### src/rtl/core/lbwc_pkg.sv
package lbwc_pkg;

  localparam int PIXEL_W     = 8;
  localparam int CNT_W       = 11;
  localparam int COEF_W      = 40;
  localparam int COEF_ROWS   = 5;
  localparam int KCOEF_W     = 8;
  localparam int CFG_IDX_W   = 3;
  localparam int FILT_W      = 29;
  localparam int PROD_W      = 16;
  localparam int SUM_W       = 22;
  localparam int MAG_W       = 20;
  localparam int RECIP_W     = 21;
  localparam int RECIP_SHIFT = 28;
  localparam logic [RECIP_W-1:0] RECIP_255 = 21'd1052689;
  localparam logic [MAG_W-1:0]   ROUND_BIAS = 20'd127;

  localparam int DEF_WINDOW_SIZE = 3;
  localparam int DEF_MAX_COLS    = 1024;

  localparam logic [CNT_W-1:0] RESET_ROWS = 11'd480;
  localparam logic [CNT_W-1:0] RESET_COLS = 11'd640;

  localparam logic [CFG_IDX_W-1:0] REG_FRAME_ROWS = 3'd0;
  localparam logic [CFG_IDX_W-1:0] REG_FRAME_COLS = 3'd1;
  localparam logic [CFG_IDX_W-1:0] REG_COEF_ROW0  = 3'd2;
  localparam logic [CFG_IDX_W-1:0] REG_COEF_ROW4  = 3'd6;

  typedef struct packed {
    logic nonzero;
    logic frame_end;
  } meta_t;

endpackage

### src/rtl/core/lbwc_window.sv
module lbwc_window #(
  parameter int W = 3
) (
  input  logic                                 clk,
  input  logic                                 shift,
  input  logic [lbwc_pkg::PIXEL_W-1:0]         pixel,
  input  logic [lbwc_pkg::PIXEL_W*(W-1)-1:0]   line_q,
  input  logic [lbwc_pkg::COEF_W-1:0]          coef [lbwc_pkg::COEF_ROWS],
  output logic [lbwc_pkg::PIXEL_W*(W-1)-1:0]   line_wr,
  output logic signed [lbwc_pkg::PROD_W-1:0]   prod [W*W]
);

  localparam int PW = lbwc_pkg::PIXEL_W;
  localparam int KW = lbwc_pkg::KCOEF_W;

  logic [PW-1:0] win      [W][W];
  logic [PW-1:0] win_next [W][W];
  logic [PW-1:0] column   [W];

  always_comb begin
    for (int i = 0; i < W - 1; i++) begin
      column[i] = line_q[PW*i +: PW];
    end
    column[W-1] = pixel;
    for (int k = 0; k < W - 1; k++) begin
      line_wr[PW*k +: PW] = column[k+1];
    end
  end

  always_comb begin
    for (int i = 0; i < W; i++) begin
      for (int j = 0; j < W; j++) begin
        if (!shift) begin
          win_next[i][j] = win[i][j];
        end else if (j == W - 1) begin
          win_next[i][j] = column[i];
        end else begin
          win_next[i][j] = win[i][j+1];
        end
      end
    end
  end

  always_ff @(posedge clk) begin
    win <= win_next;
  end

  always_comb begin
    for (int i = 0; i < W; i++) begin
      for (int j = 0; j < W; j++) begin
        prod[i*W+j] = $signed(coef[i][KW*j +: KW]) * $signed({1'b0, win_next[i][j]});
      end
    end
  end

endmodule

### config.mk
export PLATFORM = sky130hd
export DESIGN_NAME = lbwc_window
export DESIGN_NICKNAME = d
export VERILOG_FILES = /design/src/rtl/core/lbwc_pkg.sv /design/src/rtl/core/lbwc_window.sv
export SDC_FILE = /design/constraint.sdc
export NUM_CORES = 1
export LEC_CHECK = 0
export BUFFER_PORTS_ARGS = -buffer_cell sky130_fd_sc_hd__buf_2
export CAP_MARGIN = 20
export CORE_MARGIN = 2
export CORE_UTILIZATION = 55
export DETAILED_ROUTE_END_ITERATION = 7
export HOLD_SLACK_MARGIN = 0.05
export PLACE_DENSITY = 0.77
export SYNTH_ARGS = -nofsm -noshare
export SYNTH_HDL_FRONTEND = slang
export SYNTH_SLANG_ARGS = --single-unit
export TNS_END_PERCENT = 50
### constraint.sdc
create_clock -name clk -period 10.7 [get_ports clk]
set_clock_uncertainty 0.15 [all_clocks]
set_input_delay 2.14 -clock clk [delete_from_list [all_inputs] [get_ports clk]]
set_output_delay 2.14 -clock clk [all_outputs]
set_load 0.05 [all_outputs]
# Word-level counts from Yosys, hierarchy flattened
# Index checks and enable logic that the tools add are counted.
# word_totals
ff_bits	72
in_bits	226
out_inout_bits	160
# classes
mul	9
muxes	9
# op_table
operator	n
8-bit by 9-bit multiplier with 16-bit output	9
8-bit two-way mux	9

# Logic depth before layout (Yosys ltp)
# logic_depth
depth_word	2
depth_mapped	21
mapped_depth_nobuf	19

# Least setup slack after synthesis
# Ideal clock, no wire load.
# synth_path
kind	input-to-output
from	in shift
to	out prod[111] (netlist bit)
arrival_time_ns	7.361
path_stages	18
path_slack_ns	1.049
required_ns	8.410
cell_sequence	clkbuf_1 buf_2 mux2i_1 inv_2 nand2_1 fa_1 fa_1 inv_1 fa_1 inv_1 fa_1 inv_1 ha_1 a21o_1 a211o_1 o311ai_2 o21ai_1 xnor2_1
# synth_rtl
item	line_no	source
from (decl)	lbwc_window.sv:5	input logic shift,
to (decl)	lbwc_window.sv:10	output logic signed [lbwc_pkg::PROD_W-1:0] prod [W*W]

==> results.py <==
metrics = {
    "worst_hold_path": {
        "hold_path_class": "flop to flop",
        "hold_depth": 1,
        "min-delay-start": "win[66]",
        "min_to": "win[66]",
    },
    "setup_path": {
        "start_kind": "input port",
        "reg2reg_from": "win[28]",
        "r2r.worst_path.cells": 2,
        "crit_type": "input port to primary output",
        "worstPathArrival_ps": 7480,
        "r2r_end": "win[36]",
        "worstPathMaxFanout": 42,
        "worst_setup_path_end_kind": "primary output",
        "reg2reg_slack_ps": 9340,
        "required_ps": 8410,
    },
    "timing": {
        "rsz0062_at_grt": "false",
        "slew_violations": 0,
        "maxSlewHeadroom_pct": 44.5,
        "tns_ps": 0,
        "period_share_pct": 91.3,
        "hold_violations": 0,
        "period_needed_ps": 9770,
        "setup-violations-final": 0,
        "worstMarginPinSlew_ps": 809,
        "fmax_mhz": 102,
    },
    "grt": {
        "gr-total-overflow": 0,
        "grt_pass1_wl_microns": 83000,
        "grt_usage_pct": 24.8,
        "grt_max_degree": 43,
        "grt_pass1_vias": 17920,
        "antenna_found_initial": 4,
    },
    "die": {
        "core_sq_mm": 0.0385,
        "core.rowCount": 72,
        "die_area_sq_mm": 0.0404,
        "num_io_pins": 386,
        "die_h_microns": 201,
        "die_w_microns": 201,
        "initial_core_util_pct": 55.5,
    },
    "synthesis": {
        "ys_warn_count": 0,
        "synth_ff_type": "dfxtp_1",
        "postSynth.asyncResetShare_pct": 0,
        "synth-compound-area-share_pct": 4.88,
        "synth_area_sq_mm": 0.0214,
        "synth_top_area_cell": "fa_1",
        "synth_cell_types": 55,
        "yosys.area.top_type_share_pct": 31.2,
        "synth_simple_gate_area_share_pct": 18.2,
        "yosysSeqAreaShare_pct": 6.75,
        "synth_area_leaders": "fa_1, ha_1, inv_1",
        "syn-instance-count": 2361,
        "synthXorXnorAreaFrac_pct": 4.43,
        "ys_ff_latch": 72,
        "synth_fp_nets": 3280,
        "synthAdderAreaFrac_pct": 52.3,
        "synth_top_family_by_area": "adder cells",
        "avgSynthCellArea_sq_um": 9.04,
        "synth_enable_flop_cells": 0,
        "synth_mux_area_share_pct": 3.77,
    },
    "status": {
        "run_status": "complete, no violations",
    },
    "routing": {
        "vias": 16441,
        "drc": 0,
        "drtIter0Drc": 677,
        "drt_first_pass_iters": 5,
        "finalWirelength_microns": 47600,
        "ant_nets": 0,
        "viasPerCell": 5.22,
        "wire_per_inst_microns": 15.1,
    },
    "clock_network": {
        "postCtsSetupBuffers": 0,
        "numClockSinks": 72,
        "cts_buffers": 9,
        "insertion_delay_ps": 340,
        "cts_tree": "yes",
        "cts_buffer_depth": 2,
        "path_clk_slew_ps": 60,
        "hold_buffers": 0,
        "cts_resized": 0,
        "clockRootBuffer": "clkbuf_16",
        "htreeDepth": 3,
    },
    "final_layout": {
        "synthToLayoutAreaGrowth_pct": 10.6,
        "fill_cells": 3365,
        "largest_reg_flops": 72,
        "nets": 3542,
        "multi_input_area_sq_mm": 0.0179,
        "drive_gt1_share_pct": 14.0,
        "final_common_cell": "inv_1",
        "final_cell_mix": "inv_1, ha_1, fa_1",
        "regMostFlops": "win",
        "seq_area_sq_mm": 0.00144,
        "layout_top_registers": "win: 72 flops",
    },
    "place": {
        "io_buffers": 257,
        "hpwlAfterDp_microns": 41200,
        "gp_congestion": 0.893,
    },
    "job": {
        "drv_cap": 0,
    },
}
## per-stage QoR
step	hold slack (ps)	instances	worst slack (ps)	instance area (sq um)	util (%)
global placement	415	3130	1060	23300	60.5
floorplan	362	2361	1050	21400	-
detailed placement	427	3130	945	23300	60.5
CTS	441	3146	927	23600	61.4
global route	480	3149	676	23600	61.4
finish	439	3149	931	23600	61.4
## layer usage
layer | GRT usage (%) | vias up | part of all wire (%)
met5 | 0 | - | 0.023
met4 | 8.23 | 2 | 2.9
met3 | 3.05 | 85 | 4.6
met2 | 45.0 | 416 | 51
met1 | 30.5 | 8093 | 41
li1 | - | 7845 | -
## worst max path at each step
stage | startpoint | endpoint | slack, ps | cells past startpoint
finish | shift | prod[15] | 930 | 20
floorplan | shift | prod[111] | 1050 | 18
CTS | shift | prod[15] | 930 | 20
global placement | shift | prod[15] | 1060 | 20
global route | shift | prod[47] | 680 | 19
detailed placement | shift | prod[15] | 940 | 20
## layout make-up
cell class	count	share of cell area, %
Antenna cell	3	0.0318
Clock buffer	9	0.954
Clock inverter	7	0.456
Inverter	504	8.01
Multi-Input combinational cell	1761	75.6
Sequential cell	72	6.10
Tap cell	518	2.74
Timing Repair Buffer	275	6.08
## logic make-up after synthesis
kind of cell / after synthesis
AOI/OAI and AO/OA: 159
xor gates and xnor gates: 108
adders and majority gates: 693
buffers and inverters: 528
DFF: 72
muxes: 74
and+or+nand+nor: 727
## Yosys cell counts (all sizes together) (2+ instances only)
| cell | n |
|---|---|
| xor2 | 27 |
| nand3 | 8 |
| or2 | 10 |
| a211oi | 2 |
| o41a | 4 |
| a21boi | 2 |
| o41ai | 5 |
| and2 | 241 |
| a31oi | 6 |
| mux2 | 52 |
| nand4 | 12 |
| inv | 504 |
| nor4 | 6 |
| and3 | 2 |
| or3 | 5 |
| mux2i | 22 |
| or4 | 3 |
| ha | 360 |
| o21bai | 12 |
| o31ai | 3 |
| a21o | 15 |
| a21oi | 49 |
| o21a | 8 |
| nor3 | 11 |
| dfxtp | 72 |
| nor2 | 80 |
| buf | 23 |
| xnor2 | 81 |
| nor2b | 149 |
| o311ai | 2 |
| fa | 333 |
| o21ai | 44 |
| a211o | 3 |
| nand2b | 11 |
| nand4b | 2 |
| nand2 | 182 |
## worst max-delay path: stages
cell and delay [ps]:
buf_4 330, buf_12 300, mux2_2 470, and2_1 200, fa_1 470, inv_1 60, fa_1 550, inv_1 50
fa_1 470, inv_1 50, fa_1 470, inv_1 40, ha_1 350, nand2_1 70, o211ai_1 180, a21oi_1 140
o21a_1 240, o41ai_2 320, xnor2_1 220, buf_2 320
Power is not shown: default switching activity piles up to over one toggle a cycle in this logic, so the estimate is an artifact.
