===== src/rtl/core/lbwc_pkg.sv =====
package lbwc_pkg;

  localparam int PIXEL_W     = 8;
  localparam int CNT_W       = 11;
  localparam int COEF_W      = 40;
  localparam int COEF_ROWS   = 5;
  localparam int KCOEF_W     = 8;
  localparam int CFG_IDX_W   = 3;
  localparam int FILT_W      = 29;
  localparam int PROD_W      = 16;
  localparam int SUM_W       = 22;
  localparam int MAG_W       = 20;
  localparam int RECIP_W     = 21;
  localparam int RECIP_SHIFT = 28;
  localparam logic [RECIP_W-1:0] RECIP_255 = 21'd1052689;
  localparam logic [MAG_W-1:0]   ROUND_BIAS = 20'd127;

  localparam int DEF_WINDOW_SIZE = 3;
  localparam int DEF_MAX_COLS    = 1024;

  localparam logic [CNT_W-1:0] RESET_ROWS = 11'd480;
  localparam logic [CNT_W-1:0] RESET_COLS = 11'd640;

  localparam logic [CFG_IDX_W-1:0] REG_FRAME_ROWS = 3'd0;
  localparam logic [CFG_IDX_W-1:0] REG_FRAME_COLS = 3'd1;
  localparam logic [CFG_IDX_W-1:0] REG_COEF_ROW0  = 3'd2;
  localparam logic [CFG_IDX_W-1:0] REG_COEF_ROW4  = 3'd6;

  typedef struct packed {
    logic nonzero;
    logic frame_end;
  } meta_t;

endpackage


===== src/rtl/core/lbwc_sum_scale.sv =====
module lbwc_sum_scale #(
  parameter int W = 3
) (
  input  logic                               clk,
  input  logic                               rst,
  input  logic                               in_valid,
  output logic                               in_ready,
  input  logic signed [lbwc_pkg::PROD_W-1:0] prod [W*W],
  input  lbwc_pkg::meta_t                    meta,
  output logic                               out_valid,
  input  logic                               out_ready,
  output logic signed [lbwc_pkg::FILT_W-1:0] filtered,
  output logic                               frame_end
);

  localparam int SW = lbwc_pkg::SUM_W;
  localparam int MW = lbwc_pkg::MAG_W;
  localparam int XW = lbwc_pkg::MAG_W + lbwc_pkg::RECIP_W;
  localparam int QW = lbwc_pkg::FILT_W - 1;

  logic v_a, v_b, v_c, v_d;
  logic adv_a, adv_b, adv_c, adv_d, adv_e;

  logic signed [lbwc_pkg::PROD_W-1:0] prod_a [W*W];
  logic                               fe_a;
  logic signed [SW-1:0]               row_b [W];
  logic                               fe_b;
  logic                               neg_c;
  logic [MW-1:0]                      mag_c;
  logic                               fe_c;
  logic                               neg_d;
  logic [MW-1:0]                      mag_d;
  logic [XW-1:0]                      scaled_d;
  logic                               fe_d;

  logic signed [SW-1:0] row_sum [W];
  logic signed [SW-1:0] total;
  logic signed [SW-1:0] total_abs;
  logic [MW-1:0]        biased;
  logic [QW-1:0]        quot;

  assign adv_e    = !out_valid || out_ready;
  assign adv_d    = !v_d || adv_e;
  assign adv_c    = !v_c || adv_d;
  assign adv_b    = !v_b || adv_c;
  assign adv_a    = !v_a || adv_b;
  assign in_ready = adv_a;

  always_comb begin
    for (int i = 0; i < W; i++) begin
      row_sum[i] = '0;
      for (int j = 0; j < W; j++) begin
        row_sum[i] = row_sum[i] + SW'(prod_a[i*W+j]);
      end
    end
  end

  always_comb begin
    total = '0;
    for (int i = 0; i < W; i++) begin
      total = total + row_b[i];
    end
    total_abs = total[SW-1] ? -total : total;
  end

  assign biased = mag_c + lbwc_pkg::ROUND_BIAS;
  // x * 65536 / 255 = 257 x + (x + bias) / 255 with the bias folded in
  assign quot = QW'({mag_d, 8'b0}) + QW'(mag_d) + QW'(scaled_d >> lbwc_pkg::RECIP_SHIFT);

  always_ff @(posedge clk) begin
    if (rst) begin
      v_a       <= 1'b0;
      v_b       <= 1'b0;
      v_c       <= 1'b0;
      v_d       <= 1'b0;
      out_valid <= 1'b0;
    end else begin
      if (adv_a) v_a <= in_valid;
      if (adv_b) v_b <= v_a;
      if (adv_c) v_c <= v_b;
      if (adv_d) v_d <= v_c;
      if (adv_e) out_valid <= v_d;
    end
  end

  always_ff @(posedge clk) begin
    if (adv_a) begin
      for (int k = 0; k < W * W; k++) begin
        prod_a[k] <= meta.nonzero ? prod[k] : '0;
      end
      fe_a <= meta.frame_end;
    end
    if (adv_b) begin
      row_b <= row_sum;
      fe_b  <= fe_a;
    end
    if (adv_c) begin
      neg_c <= total[SW-1];
      mag_c <= total_abs[MW-1:0];
      fe_c  <= fe_b;
    end
    if (adv_d) begin
      neg_d    <= neg_c;
      mag_d    <= mag_c;
      scaled_d <= XW'(biased) * XW'(lbwc_pkg::RECIP_255);
      fe_d     <= fe_c;
    end
    if (adv_e) begin
      filtered  <= neg_d ? -$signed({1'b0, quot}) : $signed({1'b0, quot});
      frame_end <= fe_d;
    end
  end

endmodule


===== config.mk =====
export PLATFORM = sky130hd
export DESIGN_NAME = lbwc_sum_scale
export DESIGN_NICKNAME = d
export VERILOG_FILES = /design/src/rtl/core/lbwc_pkg.sv /design/src/rtl/core/lbwc_sum_scale.sv
export SDC_FILE = /design/constraint.sdc
export NUM_CORES = 1
export LEC_CHECK = 0
export BUFFER_PORTS_ARGS = -buffer_cell sky130_fd_sc_hd__buf_2
export CAP_MARGIN = 25
export CELL_PAD_IN_SITES_DETAIL_PLACEMENT = 1
export CELL_PAD_IN_SITES_GLOBAL_PLACEMENT = 1
export CORE_ASPECT_RATIO = 1.4
export CORE_MARGIN = 3
export CORE_UTILIZATION = 49
export DETAILED_ROUTE_END_ITERATION = 8
export GPL_TIMING_DRIVEN = 0
export PLACE_DENSITY_LB_ADDON = 0.1
export SETUP_SLACK_MARGIN = 0.3
export SYNTH_ARGS = -nofsm -noshare
export SYNTH_HDL_FRONTEND = slang
export SYNTH_SLANG_ARGS = --single-unit

===== constraint.sdc =====
create_clock -name clk -period 6.85 [get_ports clk]
set_input_delay 1.0275 -clock clk [delete_from_list [all_inputs] [get_ports clk]]
set_output_delay 1.0275 -clock clk [all_outputs]
set_load 0.03 [all_outputs]

# [Word-level counts from Yosys, hierarchy flattened]
# Memory sizes are Yosys's and may differ from the RTL's.
# Index checks and enable logic that the tools add are counted.
[word_totals] register_bits=188 ram_bits=144 input_bits=150 out_inout_bits=32 word_cells=58 memories=1
[memory_table] name="prod_a" depth=9 width=16 read_ports=9 rd_clocked_by_memory_dff=0 wr=9 line="lbwc_sum_scale.sv:24" source="logic signed [lbwc_pkg::PROD_W-1:0] prod_a [W*W];"
[classes] add_sub_neg=13 n_mul=1 n_mux=13 reduce_logical=10
[ops] operator="16-bit 2-to-1 mux" count=9
[ops] operator="17-bit by 16-bit adder with 18-bit output" count=3
[ops] operator="16-bit by 16-bit adder with 17-bit output" count=3
[ops] operator="22-bit adder" count=2
[ops] operator="20-bit by 21-bit multiplier with 41-bit output (second input constant)" count=1
[ops] operator="28-bit negator with 29-bit output" count=1
[ops] operator="28-bit by 13-bit adder with 28-bit output" count=1
[ops] operator="28-bit by 20-bit adder with 28-bit output" count=1
[ops] operator="28-bit 2-to-1 mux" count=1
[ops] operator="20-bit by 7-bit adder with 20-bit output (second input constant)" count=1
[ops] operator="20-bit 2-to-1 mux" count=1
[ops] operator="20-bit negator" count=1
[ops] operator="1-bit logical NOT" count=5
[ops] operator="1-bit logical OR" count=5
[ops] operator="1-bit 2-to-1 mux" count=2

# [Depth between registers and ports, before layout]
[depth] ltp_word=8 mapped_depth=27 ltp_nobuf=27

# [Worst setup path after synthesis]
# OpenSTA, ideal clock, no wires.
[synth_timing] path_kind="input port to flip-flop" from="input port out_ready" to="register fe_a, enable pin" setup_time_ps=1681 arrival_ps=4953 setup_slack_ps=216 cell_stages=3 path_cell_list="nor2b_1 > and3_1 > nand3_1"
[synth_between] elab_chain_len=5
[synth_rtl] item="start, declared" line="lbwc_sum_scale.sv:11" source="input logic out_ready,"
[synth_rtl] item="1-bit logical OR" line="lbwc_sum_scale.sv:42" source="assign adv_e = !out_valid || out_ready;"
[synth_rtl] item="1-bit logical OR" line="lbwc_sum_scale.sv:43" source="assign adv_d = !v_d || adv_e;"
[synth_rtl] item="1-bit logical OR" line="lbwc_sum_scale.sv:44" source="assign adv_c = !v_c || adv_d;"
[synth_rtl] item="1-bit logical OR" line="lbwc_sum_scale.sv:45" source="assign adv_b = !v_b || adv_c;"
[synth_rtl] item="1-bit logical OR" line="lbwc_sum_scale.sv:46" source="assign adv_a = !v_a || adv_b;"
[synth_rtl] item="via in_ready" line="lbwc_sum_scale.sv:7" source="output logic in_ready,"
[synth_rtl] item="end signal, assigned" line="lbwc_sum_scale.sv:91" source="fe_a <= meta.frame_end;"
[synth_rtl] item="end, declared" line="lbwc_sum_scale.sv:25" source="logic fe_a;"
# The timed path passes the listed nets, and every way through them passes these cells.
# A chain may end at the register's enable or synchronous reset.

# [Worst setup path in the final report]
[layout_timing] from="register mag_c[5]" to="register scaled_d[37], data pin"
[layout_between] elab_chain_len=2
[layout_rtl] item="start, declared" line="lbwc_sum_scale.sv:29" source="logic [MW-1:0] mag_c;"
[layout_rtl] item="start signal, assigned" line="lbwc_sum_scale.sv:99" source="mag_c <= total_abs[MW-1:0];"
[layout_rtl] item="20-bit by 7-bit adder with 20-bit output" line="lbwc_sum_scale.sv:66" source="assign biased = mag_c + lbwc_pkg::ROUND_BIAS;"
[layout_rtl] item="20-bit by 21-bit multiplier with 41-bit output" line="lbwc_sum_scale.sv:105" source="scaled_d <= XW'(biased) * XW'(lbwc_pkg::RECIP_255);"
[layout_rtl] item="end signal, assigned" line="lbwc_sum_scale.sv:105"
[layout_rtl] item="end, declared" line="lbwc_sum_scale.sv:33" source="logic [XW-1:0] scaled_d;"
# No other way between the ends.

==> metrics.csv <==
stage;metric;value;unit
timing;hold_viol;0;
clock_tree;cts_root_buffer;clkbuf_16;
floorplanning;start_util;50.1;%
global_route;antenna_found_initial;0;
yosys;synthArstFlopShare;0;%
clock_tree;cts_htree_levels;1;
setup_path;cp-end-kind;flip-flop;
timing;slew_viol_final;0;
flow_run;maxCapViolCount;0;
timing;worstMarginPinSlew;808;ps
cells_and_area;num_antenna_cells;0;
detailed_routing;via_per_inst;5.45;
clock_tree;clk_pin_slew_worst_paths;70;ps
placement;gp_congestion;0.877;
timing;finalClockSkew;12.4;ps
setup_path;crit_arrival;6630;ps
clock_tree;holdBufCountCts;0;
clock_tree;clockBufferDepth;3;
clock_tree;cts.sinks;292;
floorplanning;die_h;242;µm
global_route;grt_busiest_layer;met2;
setup_path;critPathBufInv;6;
yosys;synth-edff-count;287;
detailed_routing;drtIter0Drc;478;
global_route;grt_util_met1;22.5;%
global_route;met3_usage;2.60;%
min_path;hold_path.class;flip-flop to flip-flop;
clock_tree;numCtsBuffers;30;
yosys;ys_types;77;
cells_and_area;syn2layout_area_growth;14.5;%
global_route;overflow;0;
cells_and_area;layout_common_cells;edfxtp_1 (287), ha_1 (226), buf_2 (182);
floorplanning;ios;182;
global_route;use_met2;42.9;%
timing;max_freq;158;MHz
detailed_routing;drc_errors;0;
cells_and_area;fin_cells;2407;
run_status;status;completed;
detailed_routing;firstDrtPassIters;4;
timing;fin_hold_ws;419;ps
cells_and_area;layout.nets;2327;
global_route;grt_max_degree;70;
clock_tree;insertion_delay;570;ps
detailed_routing;wirelength;45.8;mm
setup_path;crit_path_frequent_cell;inv_1;
detailed_routing;vias;13100;
yosys;synth.avg_cell_area;11.9;µm²
cells_and_area;layout_commonest_cell;edfxtp_1;
floorplanning;placement_rows;85;
setup_path;critPathRequiredTime;7160;ps
yosys;synth_seq_cells;292;
floorplanning;die_area;42300;µm²
global_route;grt_pass1_wl;74.0;mm
yosys;netlist_instances;1632;
setup_path;crit_slowest_cell;fa_1;
cells_and_area;layout-drive-gt1-share;15.3;%
setup_path;cp_slowest_stage_delay;500;ps
timing;setup_tns;0;ps
yosys;synthFlopType;edfxtp_1;
setup_path;startpoint_type;flip-flop;
timing;finalCritPeriodShare;92.3;%
floorplanning;die_w;175;µm
timing;finalSetupViolCount;0;
floorplanning;core_area;38900;µm²
timing;period_minus_slack;6320;ps
setup_path;critPathTopFamily;adder cells;
cells_and_area;num-fill-cells;4108;
placement;hpwl;36.3;mm
setup_path;crit_type;flip-flop to flip-flop;
yosys;syn_nets;2096;
clock_tree;cts_tree;built;
yosys;yosysWarnings;0;
yosys;ys_seq_area_share;44.7;%
placement;dp_cells;2339;
detailed_routing;wl_per_cell;19.0;µm
timing;slew_headroom;46.1;%
setup_path;critPathMaxFanout;4;
timing;rsz0062_at_grt;false;
placement;port_buffers;180;
global_route;grt_pass1_vias;14600;
detailed_routing;drtAntennaViolNets;0;
global_route;grt_use_total;21.7;%
yosys;netlist_area;19500;µm²
==> logic make-up after synthesis <==
group | after synthesis | synth area share, %
DFF | 292 | 44.7
AOI/OAI and AO/OA | 277 | 9.40
xor gates and xnor gates | 144 | 6.47
buffers and inverters | 146 | 2.82
adders and majority gates | 314 | 23.5
muxes | 2 | 0.103
and+or+nand+nor | 457 | 13.0
==> cells in the mapped netlist, types with 7 or more instances <==
library cell	instances	area [µm²]
clkbuf_1	24	90.1
nand4_1	10	62.6
nor2_1	79	297
nor2b_1	15	93.8
and2_1	154	963
or2_2	10	62.6
or4_1	7	52.6
fa_1	88	1760
a21oi_1	85	425
nand2b_1	9	56.3
a211oi_1	8	60.1
nor3_1	22	110
o21ai_0	51	255
inv_1	120	450
nand3_1	32	160
ha_1	226	2830
o21bai_1	13	97.6
o211ai_1	10	75.1
o21a_1	9	67.6
xor2_1	45	394
and3_1	13	81.3
xnor2_1	99	867
o31ai_1	13	97.6
nand2_1	66	248
a31oi_1	9	56.3
edfxtp_1	287	8620
a21o_1	20	150
==> per-stage QoR <==
stage / setup WS, ps / cell area (µm²) / util, %
after floorplan: 779 / 19500 / -
after global placement: -132 / 21100 / 54.1
after detailed placement: -253 / 21200 / 54.5
after CTS: 331 / 22200 / 57.0
after global routing: 199 / 22300 / 57.4
final: 531 / 22300 / 57.4
==> routing by layer <==
metal | part of all wire [%] | wire [µm] | vias up
li1 | - | - | 6337
met1 | 36 | 16500 | 6428
met2 | 56 | 25600 | 253
met3 | 3.1 | 1440 | 103
met4 | 5.0 | 2280 | 0
met5 | 0 | 0 | -
==> sequential cells by signal (all words and copies together) (netlist names), 13 cells and up <==
register and flops:
filtered 29, mag_d 20, prod_a 144, row_b 54
mag_c 20, scaled_d 13
==> worst reg2reg max path: cells and delay by family, from the launching register on <==
| family | cells | cell delay, ps |
|---|---|---|
| adder cells (fa/ha/maj) | 6 | 2150 |
| buffers and inverters | 6 | 450 |
| AND/OR/NAND/NOR | 5 | 1110 |
| flip-flops | 1 | 420 |
| AO/OA/AOI/OAI | 8 | 1640 |
| XOR/XNOR | 2 | 300 |
==> final cells by class <==
type / count / area [µm²] / area share [%]
Buffer: 26 / 100 / 0.448
Tap cell: 522 / 653 / 2.93
Inverter: 120 / 450 / 2.02
Clock inverter: 17 / 110 / 0.493
Clock buffer: 37 / 798 / 3.58
Multi-Input combinational cell: 1194 / 10400 / 46.4
Sequential cell: 292 / 8720 / 39.0
Timing Repair Buffer: 199 / 1140 / 5.09
==> worst paths after layout <==
check | start | end | slack [ps] | cells past startpoint
worst max-delay path | mag_c[5] | scaled_d[37] | 530 | 27
worst min-delay path | fe_b | fe_c | 420 | 0
worst max register to register | mag_c[5] | scaled_d[37] | 530 | 27
worst min register to register | fe_b | fe_c | 420 | 0
==> timing repair <==
item | 4_1_cts | 5_1_grt
endpoints found under the hold margin | 0 | 0
pin swaps | 2 | 7
gates cloned | 0 | 0
buffers inserted | 4 | 10
endpoints found under the setup margin | 7 | 7
gates resized for setup | 9 | 8
Power is left out: the tool's default activity adds up to more than one toggle a clock period on the data nets, which glitch-free logic cannot reach.
